$ cat config.mk
export PLATFORM = sky130hd
export DESIGN_NAME = ppc_csr
export DESIGN_NICKNAME = d
export VERILOG_FILES = /design/src/rtl/ppc_pkg.sv /design/src/rtl/ppc_csr.sv
export SDC_FILE = /design/constraint.sdc
export NUM_CORES = 1
export LEC_CHECK = 0
export BUFFER_PORTS_ARGS = -buffer_cell sky130_fd_sc_hd__buf_2
export CAP_MARGIN = 5
export CORE_ASPECT_RATIO = 2
export CORE_UTILIZATION = 51
export DETAILED_ROUTE_END_ITERATION = 12
export PLACE_DENSITY = 0.8
export SLEW_MARGIN = 5
export SYNTH_ARGS = -nofsm -noshare
export SYNTH_HDL_FRONTEND = slang
export SYNTH_SLANG_ARGS = --single-unit
$ cat constraint.sdc
create_clock -name clock -period 2.2 [get_ports clock]
set_input_delay 0.66 -clock clock [delete_from_list [all_inputs] [get_ports clock]]
set_output_delay 0.66 -clock clock [all_outputs]
set_load 0.02 [all_outputs]
$ cat src/rtl/ppc_pkg.sv
// ----------------------------------------------------------------------------
// ppc_pkg
// Shared types and constants for the PID controller with PWM output.
// ----------------------------------------------------------------------------
`default_nettype none

package ppc_pkg;

   // fixed field widths
   localparam int MEAS_W      = 12;
   localparam int SETPOINT_W  = 12;
   localparam int GAIN_W      = 32;
   localparam int COUNT_W     = 16;
   localparam int SUM_W       = 32;
   localparam int CSR_IDX_W   = 3;
   localparam int CSR_DATA_W  = 32;
   localparam int OP_W        = 2;
   localparam int FRAC_W      = 16;
   // widest sample width that the parameter may take
   localparam int SAMPLE_MAX_W = 16;
   // accumulator: holds the exact sum of all three products
   localparam int ACC_W       = 67;

   localparam int SAMPLE_BITS_DEF = 12;

   // reset values of the configuration registers
   localparam logic [SETPOINT_W-1:0] SETPOINT_RST    = '0;
   localparam logic [GAIN_W-1:0]     PROP_GAIN_RST   = 32'd2293760;
   localparam logic [GAIN_W-1:0]     INTEG_GAIN_RST  = 32'd11010;
   localparam logic [GAIN_W-1:0]     DERIV_GAIN_RST  = 32'd4300800;
   localparam logic [COUNT_W-1:0]    CTRL_PERIOD_RST = 16'd480;
   localparam logic [COUNT_W-1:0]    PWM_PERIOD_RST  = 16'd200;
   localparam logic [COUNT_W-1:0]    LOW_OUTPUT_RST  = 16'd1;

   typedef enum logic [OP_W-1:0] {
      OP_PWM_TICK    = 2'd0,
      OP_PERIOD_TICK = 2'd1,
      OP_CALC        = 2'd2
   } op_type;

   typedef enum logic [CSR_IDX_W-1:0] {
      CSR_SETPOINT    = 3'd0,
      CSR_PROP_GAIN   = 3'd1,
      CSR_INTEG_GAIN  = 3'd2,
      CSR_DERIV_GAIN  = 3'd3,
      CSR_CTRL_PERIOD = 3'd4,
      CSR_PWM_PERIOD  = 3'd5,
      CSR_LOW_OUTPUT  = 3'd6
   } csr_idx_type;

   typedef struct packed {
      logic [SETPOINT_W-1:0] setpoint;
      logic [GAIN_W-1:0]     prop_gain;
      logic [GAIN_W-1:0]     integ_gain;
      logic [GAIN_W-1:0]     deriv_gain;
      logic [COUNT_W-1:0]    control_period;
      logic [COUNT_W-1:0]    pwm_period;
      logic [COUNT_W-1:0]    low_output;
   } cfg_type;

endpackage

`default_nettype wire

$ cat src/rtl/ppc_csr.sv
// ----------------------------------------------------------------------------
// ppc_csr
// Configuration register file, written through a plain write port.
// ----------------------------------------------------------------------------
`default_nettype none

module ppc_csr (
   input  wire logic                           clock,
   input  wire logic                           reset,
   input  wire logic                           csr_write,
   input  wire logic [ppc_pkg::CSR_IDX_W-1:0]  csr_index,
   input  wire logic [ppc_pkg::CSR_DATA_W-1:0] csr_data,
   output ppc_pkg::cfg_type                    cfg
);
   import ppc_pkg::*;

   cfg_type cfg_ff;
   cfg_type cfg_in;

   always_comb begin
      cfg_in = cfg_ff;
      if (csr_write) begin
         unique case (csr_idx_type'(csr_index))
            CSR_SETPOINT:    cfg_in.setpoint       = csr_data[SETPOINT_W-1:0];
            CSR_PROP_GAIN:   cfg_in.prop_gain      = csr_data[GAIN_W-1:0];
            CSR_INTEG_GAIN:  cfg_in.integ_gain     = csr_data[GAIN_W-1:0];
            CSR_DERIV_GAIN:  cfg_in.deriv_gain     = csr_data[GAIN_W-1:0];
            CSR_CTRL_PERIOD: cfg_in.control_period = csr_data[COUNT_W-1:0];
            CSR_PWM_PERIOD:  cfg_in.pwm_period     = csr_data[COUNT_W-1:0];
            CSR_LOW_OUTPUT:  cfg_in.low_output     = csr_data[COUNT_W-1:0];
            default: ;  // writes beyond the register list are dropped
         endcase
      end
   end

   always_ff @(posedge clock) begin
      if (reset) begin
         cfg_ff.setpoint       <= SETPOINT_RST;
         cfg_ff.prop_gain      <= PROP_GAIN_RST;
         cfg_ff.integ_gain     <= INTEG_GAIN_RST;
         cfg_ff.deriv_gain     <= DERIV_GAIN_RST;
         cfg_ff.control_period <= CTRL_PERIOD_RST;
         cfg_ff.pwm_period     <= PWM_PERIOD_RST;
         cfg_ff.low_output     <= LOW_OUTPUT_RST;
      end else begin
         cfg_ff <= cfg_in;
      end
   end

   assign cfg = cfg_ff;

endmodule

`default_nettype wire

==> results.sh, run 1 <==
export IMPL_die_area_sq_mm=0.0126
export IMPL_antenna_found_initial=1
export IMPL_core_sq_mm=0.0118
export IMPL_setup_viol=0
export IMPL_grt_util_all_layers=0.248
export IMPL_outcome="completed"
export IMPL_max_freq_mhz=609
export IMPL_path_delay_family="flip-flops"
export IMPL_die_h_um=158
export IMPL_grt_max_degree=61
export IMPL_fin_ws_ns=0.558
export IMPL_period_needed_ns=1.64
export IMPL_crit_start="cfg[18]"
export IMPL_num_vias=4630
export IMPL_period_share=0.746
export IMPL_path_buf_inv=1
export IMPL_largest_reg_flops=156
export IMPL_die_x_um=79.8
export IMPL_p_leak_nw=4.11
export IMPL_drive_gt1_frac=0.319
export IMPL_grt_pass1_wl_um=23500
export IMPL_grt_remaining_overflow=0
export IMPL_tns_ns=0
export IMPL_routedWlPerCell_um=17.1
export IMPL_synth_area_per_cell_sq_um=10.9
export IMPL_vdd_drop_max_v=0.000568
export IMPL_io_buffers=193
export IMPL_grt_pass1_vias=4759
export IMPL_final_common_cell="buf_2"
export IMPL_place_hpwl_um=11200
export IMPL_r2r_start="cfg[18]"
export IMPL_holdCritPathClass="reg -> reg"
export IMPL_htreeDepth=4
export IMPL_synth_cell_type_count=13
export IMPL_crit_chain="buf_2"
export IMPL_insertion_delay_ns=0.40
export IMPL_hold_viol_final=0
export IMPL_antenna_left=0
export IMPL_drv_slew=0
export IMPL_cp_max_fo=2
export IMPL_yosys_warnings=0
export IMPL_cts_resized=0
export IMPL_cp_required_ns=1.54
export IMPL_dp_slack_ns=0.321
export IMPL_clockBufferDepth=2
export IMPL_worstSetupPathType="reg -> out"
export IMPL_ys_seq_area_frac=0.505
export IMPL_syn_area_sq_mm=0.00618
export IMPL_fin_worst_skew_ns=0
export IMPL_clock_sinks=156
export IMPL_max_cap_violations=0
export IMPL_fin_util=0.671
export IMPL_boundaryPins=194
export IMPL_drt_initial_drc_count=165
export IMPL_critPathSlowestCell="dfxtp_1"
export IMPL_routed_via_density=5.07
export IMPL_p_per_area_mw_per_mm2=801
export IMPL_tritoncts="yes"
export IMPL_relSlewSlack=0.645
export IMPL_start_kind="register"
export IMPL_critical_path_endpoint_type="primary output"
export IMPL_rows=56
export IMPL_fin_area_sq_mm=0.00790
export IMPL_drc=0
export IMPL_dpl_cell_area_sq_mm=0.00730
export IMPL_hold_start="cfg[10]"
export IMPL_synthCells=567
export IMPL_cts_reportedPaths_clkPinSlew_ns=0.06
export IMPL_gp_congestion=0.798
export IMPL_mostFrequentLayoutCells="buf_2 (192), nand2b_1 (168), mux2i_1 (156), dfxtp_1 (156), nor2_1 (35)"
export IMPL_cp_arrival_ns=0.98
export IMPL_ctsRootBufferMaster="clkbuf_16"
export IMPL_cpPeakStageDelay_ns=0.39
export IMPL_postCtsSetupBuffers=0
export IMPL_synth_seq_cells=156
export IMPL_rsz0062_at_grt="no"
export IMPL_firstDrtPassIters=4
export IMPL_worst_slew_pin_slew_ns=0.533
export IMPL_syn_nets=605
export IMPL_area_growth_syn_to_layout_pct=27.8
export IMPL_numCtsBuffers=17
export IMPL_start_util=0.525
export IMPL_layout_nets=793
export IMPL_cts_hold_buf=0
export IMPL_finalWirelength_um=15600
## report_power, final
group | switching [mW] | internal, mW
Combinational | 0.283 | 0.205
Sequential | 0.0343 | 2.89
Clock | 1.16 | 1.75
## kinds of logic (layout without fill, tap and decap cells)
family | Yosys count | after routing | share of synthesized area
simple gates | 212 | 212 | 0.207
mux | 156 | 156 | 0.253
flops | 156 | 156 | 0.505
buf+inv | 43 | 244 | 0.0346
other cells | 0 | 1 | 0
## synth_stat cells, drive strengths merged
library cell  count  share of area
nand2b          168           0.17
dfxtp           156           0.51
mux2i           156           0.25
nor2             35          0.021
buf              23          0.022
clkbuf           20          0.012
nand4b            3         0.0043
nand4bb           3         0.0055
and4bb            2         0.0040
or4b              1         0.0022
## per-stage QoR
step / instances / power (mW) / hold WS, ns
2_1_floorplan: 567 / 3.30 / 0.546
3_3_place_gp: 881 / 3.46 / 0.457
3_5_place_dp: 881 / 3.47 / 0.460
4_1_cts: 913 / 6.37 / 0.473
5_1_grt: 914 / 6.53 / 0.491
6_report: 914 / 6.33 / 0.472
## metal layers
metal | vias up | global-route usage | wire [um]
li1 | 2250 | - | -
met1 | 2204 | 0.236 | 5670
met2 | 145 | 0.483 | 8790
met3 | 31 | 0.0530 | 691
met4 | 0 | 0.122 | 470
met5 | - | 0 | 0
## worst paths after layout
check / end / slack [ns] / cells after the start
worst min register to register: cfg[10] / 0.47 / 2
worst max register to register: cfg[18] / 1.47 / 2
worst max-delay path: cfg[18] / 0.56 / 1
worst min-delay path: cfg[10] / 0.47 / 2
## cell type report
cell class | instances | area (sq um)
clock inverters | 11 | 134
flip-flops and latches | 156 | 3120
clock buffers | 21 | 460
diodes | 1 | 2.50
multi-input cells | 368 | 2850
well taps | 145 | 181
fillers | 950 | 3870
repair buffers | 212 | 1150
(Power assumes the default switching activity.)
==> run 2, diff against run 1 <==
--- a/config.mk
+++ b/config.mk
@@ -8,9 +8,9 @@
 export BUFFER_PORTS_ARGS = -buffer_cell sky130_fd_sc_hd__buf_2
 export CAP_MARGIN = 5
 export CORE_ASPECT_RATIO = 2
-export CORE_UTILIZATION = 51
+export CORE_UTILIZATION = 46
 export DETAILED_ROUTE_END_ITERATION = 12
-export PLACE_DENSITY = 0.8
+export PLACE_DENSITY = 0.76
 export SLEW_MARGIN = 5
 export SYNTH_ARGS = -nofsm -noshare
 export SYNTH_HDL_FRONTEND = slang
==> constraint.sdc (replaced) <==
create_clock -name clock -period 1.37 [get_ports clock]
set_input_delay 0.411 -clock clock [delete_from_list [all_inputs] [get_ports clock]]
set_output_delay 0.411 -clock clock [all_outputs]
set_load 0.02 [all_outputs]
==> run 2 against run 1 <==
Net effect:
- the flow now finishes with violations (DRC)
- largest cell class unchanged
- highest routed layer unchanged
- global-route usage fell by 1.3 points
- count of clock-buffer cells in the layout fell by 4
- register-to-register slack got worse by 0.74 ns
- combinational power rose by 71%
==> results.sh, run 2 (synthesized netlist as in run 1, its figures left out) <==
export IMPL_outcome="finished with violations"
export IMPL_violations="DRC"
export IMPL_wl_met2_um=8800
export IMPL_cp_arrival_ns=0.94
export IMPL_dp_cells=893
export IMPL_wl_met1_um=5620
export IMPL_max_freq_mhz=739
export IMPL_hold_viol_final=0
export IMPL_final_common_cell="nand2b_1"
export IMPL_r2r_start="cfg[39]"
export IMPL_firstDrtPassIters=9
export IMPL_combinationalPowerShare=0.080
export IMPL_largest_reg_flops=156
export IMPL_numCtsBuffers=17
export IMPL_relSlewSlack=0.737
export IMPL_finalNonFillerCells=925
export IMPL_tns_ns=0
export IMPL_r2r_setup_slack_ns=0.73
export IMPL_grt_max_degree=56
export IMPL_cp_required_ns=0.96
export IMPL_grt_pass1_vias=5024
export IMPL_cpPeakStageDelay_ns=0.35
export IMPL_period_needed_ns=1.35
export IMPL_grt_remaining_overflow=0
export IMPL_ctsRootBufferMaster="clkbuf_16"
export IMPL_reg2reg_to="cfg[39]"
export IMPL_holdCritPathClass="in -> reg"
export IMPL_area_growth_syn_to_layout_pct=33.8
export IMPL_path_delay_family="flip-flops"
export IMPL_start_kind="register"
export IMPL_num_vias=4714
export IMPL_holdWs_ns=0.267
export IMPL_period_share=0.988
export IMPL_crit_start="cfg[111]"
export IMPL_die_area_sq_mm=0.0139
export IMPL_total_power_mw=10.4
export IMPL_antenna_found_initial=0
export IMPL_setup_viol=0
export IMPL_worstSetupPathType="reg -> out"
export IMPL_die_x_um=84.0
export IMPL_postCtsSetupBuffers=0
export IMPL_critPathSlowestCell="dfxtp_1"
export IMPL_gp_congestion=0.797
export IMPL_boundaryPins=194
export IMPL_cts_hold_buf=0
export IMPL_switchingPower_mw=2.49
export IMPL_p_clk_frac=0.468
export IMPL_io_buffers=193
export IMPL_grt_util_all_layers=0.235
export IMPL_worst_slew_pin_slew_ns=0.394
export IMPL_p_leak_nw=4.21
export IMPL_crit_chain="buf_2"
export IMPL_routedWlPerCell_um=17.2
export IMPL_critical_path_endpoint_type="primary output"
export IMPL_routed_via_density=5.10
export IMPL_tritoncts="yes"
export IMPL_layout_nets=798
export IMPL_grt_pass1_wl_um=25600
export IMPL_cts_reportedPaths_clkPinSlew_ns=0.06
export IMPL_dp_slack_ns=-0.197
export IMPL_die_h_um=166
export IMPL_p_seq_frac=0.451
export IMPL_mostFrequentLayoutCells="nand2b_1 (168), mux2i_1 (156), dfxtp_1 (137)"
export IMPL_rows=59
export IMPL_start_util=0.473
export IMPL_max_cap_violations=0
export IMPL_cp_max_fo=2
export IMPL_top_layer_used="met4"
export IMPL_path_depth=1
export IMPL_swShare=0.239
export IMPL_intPower_mw=7.92
export IMPL_p_per_area_mw_per_mm2=1260
export IMPL_drive_gt1_frac=0.351
export IMPL_antenna_left=0
export IMPL_drt_initial_drc_count=143
export IMPL_clockBufferDepth=2
export IMPL_htreeDepth=4
export IMPL_vdd_drop_max_v=0.000853
export IMPL_num_antenna_cells=0
export IMPL_drc=24
export IMPL_fin_ws_ns=0.0168
export IMPL_core_sq_mm=0.0131
export IMPL_fin_worst_skew_ns=0
export IMPL_rr_worst_depth=2
export IMPL_path_buf_inv=1
export IMPL_drv_slew=0
export IMPL_clock_sinks=156
export IMPL_place_hpwl_um=11500
export IMPL_insertion_delay_ns=0.40
export IMPL_endpoint="cfg[111]"
export IMPL_finalWirelength_um=15900
export IMPL_dr_wl_met3_um=742
-- run 2: cell types whose count changed in the layout (fill, tap and decap cells not counted), moves of 2 or more --
cell,previous run,this run
buf_12,3,11
buf_2,192,119
buf_4,17,85
clkbuf_1,2,0
clkbuf_8,2,0
clkinv_2,1,3
dfxtp_1,156,137
dfxtp_2,0,19
inv_6,3,5
-- run 2: per-stage QoR --
| step | area, sq um | utilization |
|---|---|---|
| floorplan | 6200 | - |
| global placement | 7450 | 0.570 |
| detailed placement | 7450 | 0.570 |
| CTS | 8110 | 0.620 |
| global route | 8270 | 0.633 |
| finish | 8270 | 0.633 |
-- run 2: cell type report --
cell class	instances	area, sq um
Multi-Input combinational cell	368	2850
Timing Repair Buffer	217	1470
Tap cell	152	190
Fill cell	1082	4800
Clock inverter	15	184
Sequential cell	156	3150
Clock buffer	17	425
-- run 2: worst min-delay path by stage --
| stage | start | to | slack, ns | cells past startpoint |
|---|---|---|---|---|
| after floorplan | cfg[101] | cfg[101] | 0.55 | 2 |
| after global placement | cfg[117] | cfg[117] | 0.45 | 2 |
| after detailed placement | cfg[118] | cfg[118] | 0.46 | 2 |
| after CTS | csr_data[16] | cfg[96] | 0.25 | 3 |
| after global routing | csr_data[16] | cfg[96] | 0.28 | 3 |
| final | csr_data[16] | cfg[96] | 0.27 | 3 |
-- run 2: layer usage --
metal / vias to the layer above / track usage
li1: 2258 / -
met1: 2261 / 0.227
met2: 153 / 0.447
met3: 42 / 0.0517
met4: 0 / 0.135
met5: - / 0
-- run 2: timing repair --
action	CTS	global route
gates resized for setup	21	76
endpoints found under the setup margin	18	65
hold endpoints to repair	0	0
-- run 2: power by group through the flow --
stage	registers, mW	clock network [mW]	logic (mW)
after floorplan	4.91	0	0.388
after CTS	4.69	4.96	0.826
after global routing	4.70	5.17	0.892
after global placement	4.79	0	0.797
after detailed placement	4.79	0	0.815
final	4.70	4.87	0.836
==> run 3, diff against run 2 <==
--- a/config.mk
+++ b/config.mk
@@ -5,6 +5,7 @@
 export SDC_FILE = /design/constraint.sdc
 export NUM_CORES = 1
 export LEC_CHECK = 0
+export ABC_AREA = 1
 export BUFFER_PORTS_ARGS = -buffer_cell sky130_fd_sc_hd__buf_2
 export CAP_MARGIN = 5
 export CORE_ASPECT_RATIO = 2
==> run 3 against run 2 <==
Net effect:
- the flow now finishes without violations
- flip-flop and latch count did not move
- utilization rose by 1.2 points
- synthesized area fell by 0.93%
- routed wire length rose by 21%
- power rose by 6.4%
- sequential share of layout area fell by 0.47 points
- clock power rose by 1%
- first-iteration DRC count rose to 2.6 times the previous value
- critical path depth did not move
- register-to-register slack improved by 0.02 ns
- hold slack got worse by 0.044 ns
- global-route usage rose by 4.1 points
- critical path type unchanged
- largest cell class unchanged
==> results.sh, run 3 <==
export IMPL_swShare=0.251
export IMPL_p_clk_frac=0.445
export IMPL_die_x_um=83.6
export IMPL_synthCells=878
export IMPL_reg2reg_to="cfg[150]"
export IMPL_cp_max_fo=2
export IMPL_drt_initial_drc_count=373
export IMPL_holdCritPathClass="in -> reg"
export IMPL_numCtsBuffers=17
export IMPL_die_h_um=165
export IMPL_synth_seq_cells=156
export IMPL_core_sq_mm=0.0130
export IMPL_path_depth=1
export IMPL_start_kind="register"
export IMPL_syn_area_sq_mm=0.00612
export IMPL_drc=0
export IMPL_num_vias=6207
export IMPL_holdWs_ns=0.223
export IMPL_endpoint="cfg[147]"
export IMPL_vdd_drop_max_v=0.00127
export IMPL_p_per_area_mw_per_mm2=1320
export IMPL_clock_sinks=156
export IMPL_max_freq_mhz=738
export IMPL_yosys_warnings=0
export IMPL_die_area_sq_mm=0.0138
export IMPL_grt_pass1_wl_um=29200
export IMPL_grt_pass1_vias=5666
export IMPL_combinationalPowerShare=0.122
export IMPL_largest_reg_flops=156
export IMPL_area_growth_syn_to_layout_pct=36.8
export IMPL_path_delay_family="flip-flops"
export IMPL_path_buf_inv=1
export IMPL_synthFlopType="dfxtp_1"
export IMPL_p_leak_nw=4.11
export IMPL_antenna_left=0
export IMPL_critPathSlowestCell="dfxtp_1"
export IMPL_rr_worst_depth=2
export IMPL_synth_most_common_cell="nor2_1"
export IMPL_start_util=0.471
export IMPL_rows=59
export IMPL_r2r_setup_slack_ns=0.75
export IMPL_period_share=0.989
export IMPL_synth_area_leader_cell="dfxtp_1"
export IMPL_postCtsSetupBuffers=0
export IMPL_synth_area_per_cell_sq_um=6.97
export IMPL_synth_top_area_share=0.510
export IMPL_synthArstFlopShare=0
export IMPL_crit_chain="buf_2"
export IMPL_setup_viol=0
export IMPL_ys_seq_area_frac=0.510
export IMPL_final_common_cell="nor2_1"
export IMPL_layout_nets=1109
export IMPL_place_hpwl_um=13500
export IMPL_drv_slew=0
export IMPL_max_cap_violations=0
export IMPL_grt_remaining_overflow=0
export IMPL_boundaryPins=194
export IMPL_yosys_top_cells_area="dfxtp_1 (51%), nor2_1 (17%), nand3_1 (13%)"
export IMPL_gp_congestion=0.847
export IMPL_grt_util_all_layers=0.276
export IMPL_period_needed_ns=1.35
export IMPL_insertion_delay_ns=0.41
export IMPL_tns_ns=0
export IMPL_fin_worst_skew_ns=0
export IMPL_mostFrequentLayoutCells="nor2_1 (274), nand2_1 (185), nand3_1 (156)"
export IMPL_grt_max_degree=64
export IMPL_cp_required_ns=0.96
export IMPL_htreeDepth=4
export IMPL_p_seq_frac=0.433
export IMPL_switchingPower_mw=2.78
export IMPL_intPower_mw=8.29
export IMPL_finalWirelength_um=19300
export IMPL_routedWlPerCell_um=15.6
export IMPL_relSlewSlack=0.737
export IMPL_critical_path_endpoint_type="primary output"
export IMPL_cts_hold_buf=0
export IMPL_firstDrtPassIters=6
export IMPL_num_antenna_cells=0
export IMPL_tritoncts="yes"
export IMPL_r2r_start="cfg[150]"
export IMPL_cpPeakStageDelay_ns=0.35
export IMPL_worst_slew_pin_slew_ns=0.394
export IMPL_clockBufferDepth=2
export IMPL_cp_arrival_ns=0.94
export IMPL_routed_via_density=5.02
export IMPL_hold_viol_final=0
export IMPL_antenna_found_initial=0
export IMPL_cts_reportedPaths_clkPinSlew_ns=0.06
export IMPL_drive_gt1_frac=0.271
export IMPL_ctsRootBufferMaster="clkbuf_16"
export IMPL_worstSetupPathType="reg -> out"
export IMPL_crit_start="cfg[147]"
export IMPL_synth_cell_type_count=15
export IMPL_io_buffers=193
export IMPL_outcome="completed"
export IMPL_synthTopCellsByCount="nor2_1 (275), nand2_1 (185), dfxtp_1 (156), nand3_1 (156), inv_1 (36)"
export IMPL_synth_edf_count=0
export IMPL_syn_nets=916
[run 3: cell types whose count changed after synthesis, sizes merged, moves of 2 or more]
cell / delta
nor2: +248
nand3: +156
mux2i: -156
buf: +25
nand4b: -3
nand2b: -168
nand4bb: -3
and4bb: -2
nand2: +186
inv: +38
clkbuf: -11
[run 3: how the worst min path moves through the flow]
stage / start / end / cells after the start
2_1_floorplan: csr_data[16] / cfg[128] / 2
6_report: csr_data[11] / cfg[91] / 3
3_5_place_dp: cfg[63] / cfg[63] / 2
5_1_grt: csr_data[9] / cfg[89] / 3
3_3_place_gp: cfg[63] / cfg[63] / 2
4_1_cts: csr_data[5] / cfg[37] / 3
[run 3: worst reg2reg max path: stages (launching register included)]
cell and delay (ns):
dfxtp_1 0.33, nor2_1 0.13, nor2_1 0.06
[run 3: stage by stage]
step,cells,area (sq um),util,setup WS [ns],power [mW]
floorplan,878,6120,-,0.129,5.64
global placement,1204,7590,0.584,0.00174,6.18
detailed placement,1204,7590,0.584,-0.0438,6.20
CTS,1236,8270,0.636,0.000120,11.1
global route,1236,8380,0.645,-0.000816,11.4
finish,1236,8380,0.645,0.0154,11.1
[run 3: cell families (layout without fill, tap and decap cells)]
group	count (synthesis)	after routing	share of synthesized area
flops	156	156	0.510
buf+inv	96	302	0.0670
compound gates	1	1	0.000817
simple gates	625	625	0.422
[run 3: routing by layer]
metal,vias to the layer above,part of all wire,GRT usage
met5,-,0,0
met4,0,0.038,0.151
met3,35,0.051,0.0427
met2,249,0.54,0.514
met1,2811,0.37,0.295
li1,3112,-,-
[run 3: what timing repair did]
action | CTS | global route
hold endpoints to repair | 0 | 0
setup endpoints to repair | 20 | 47
resized for setup | 26 | 55
[run 3: cell type report]
type | instances | area, sq um
clock buffers | 21 | 450
multi-input cells | 626 | 2600
inverters | 39 | 149
clock inverters | 11 | 168
well taps | 152 | 190
repair buffers | 231 | 1670
flip-flops and latches | 156 | 3150
fillers | 1163 | 4620
[run 3: power by group through the flow]
stage,Sequential [mW],Combinational (mW),Clock (mW)
after CTS,4.79,1.33,4.97
after global placement,4.88,1.29,0
after global routing,4.81,1.47,5.16
final,4.80,1.35,4.93
after floorplan,5.07,0.572,0
after detailed placement,4.89,1.31,0
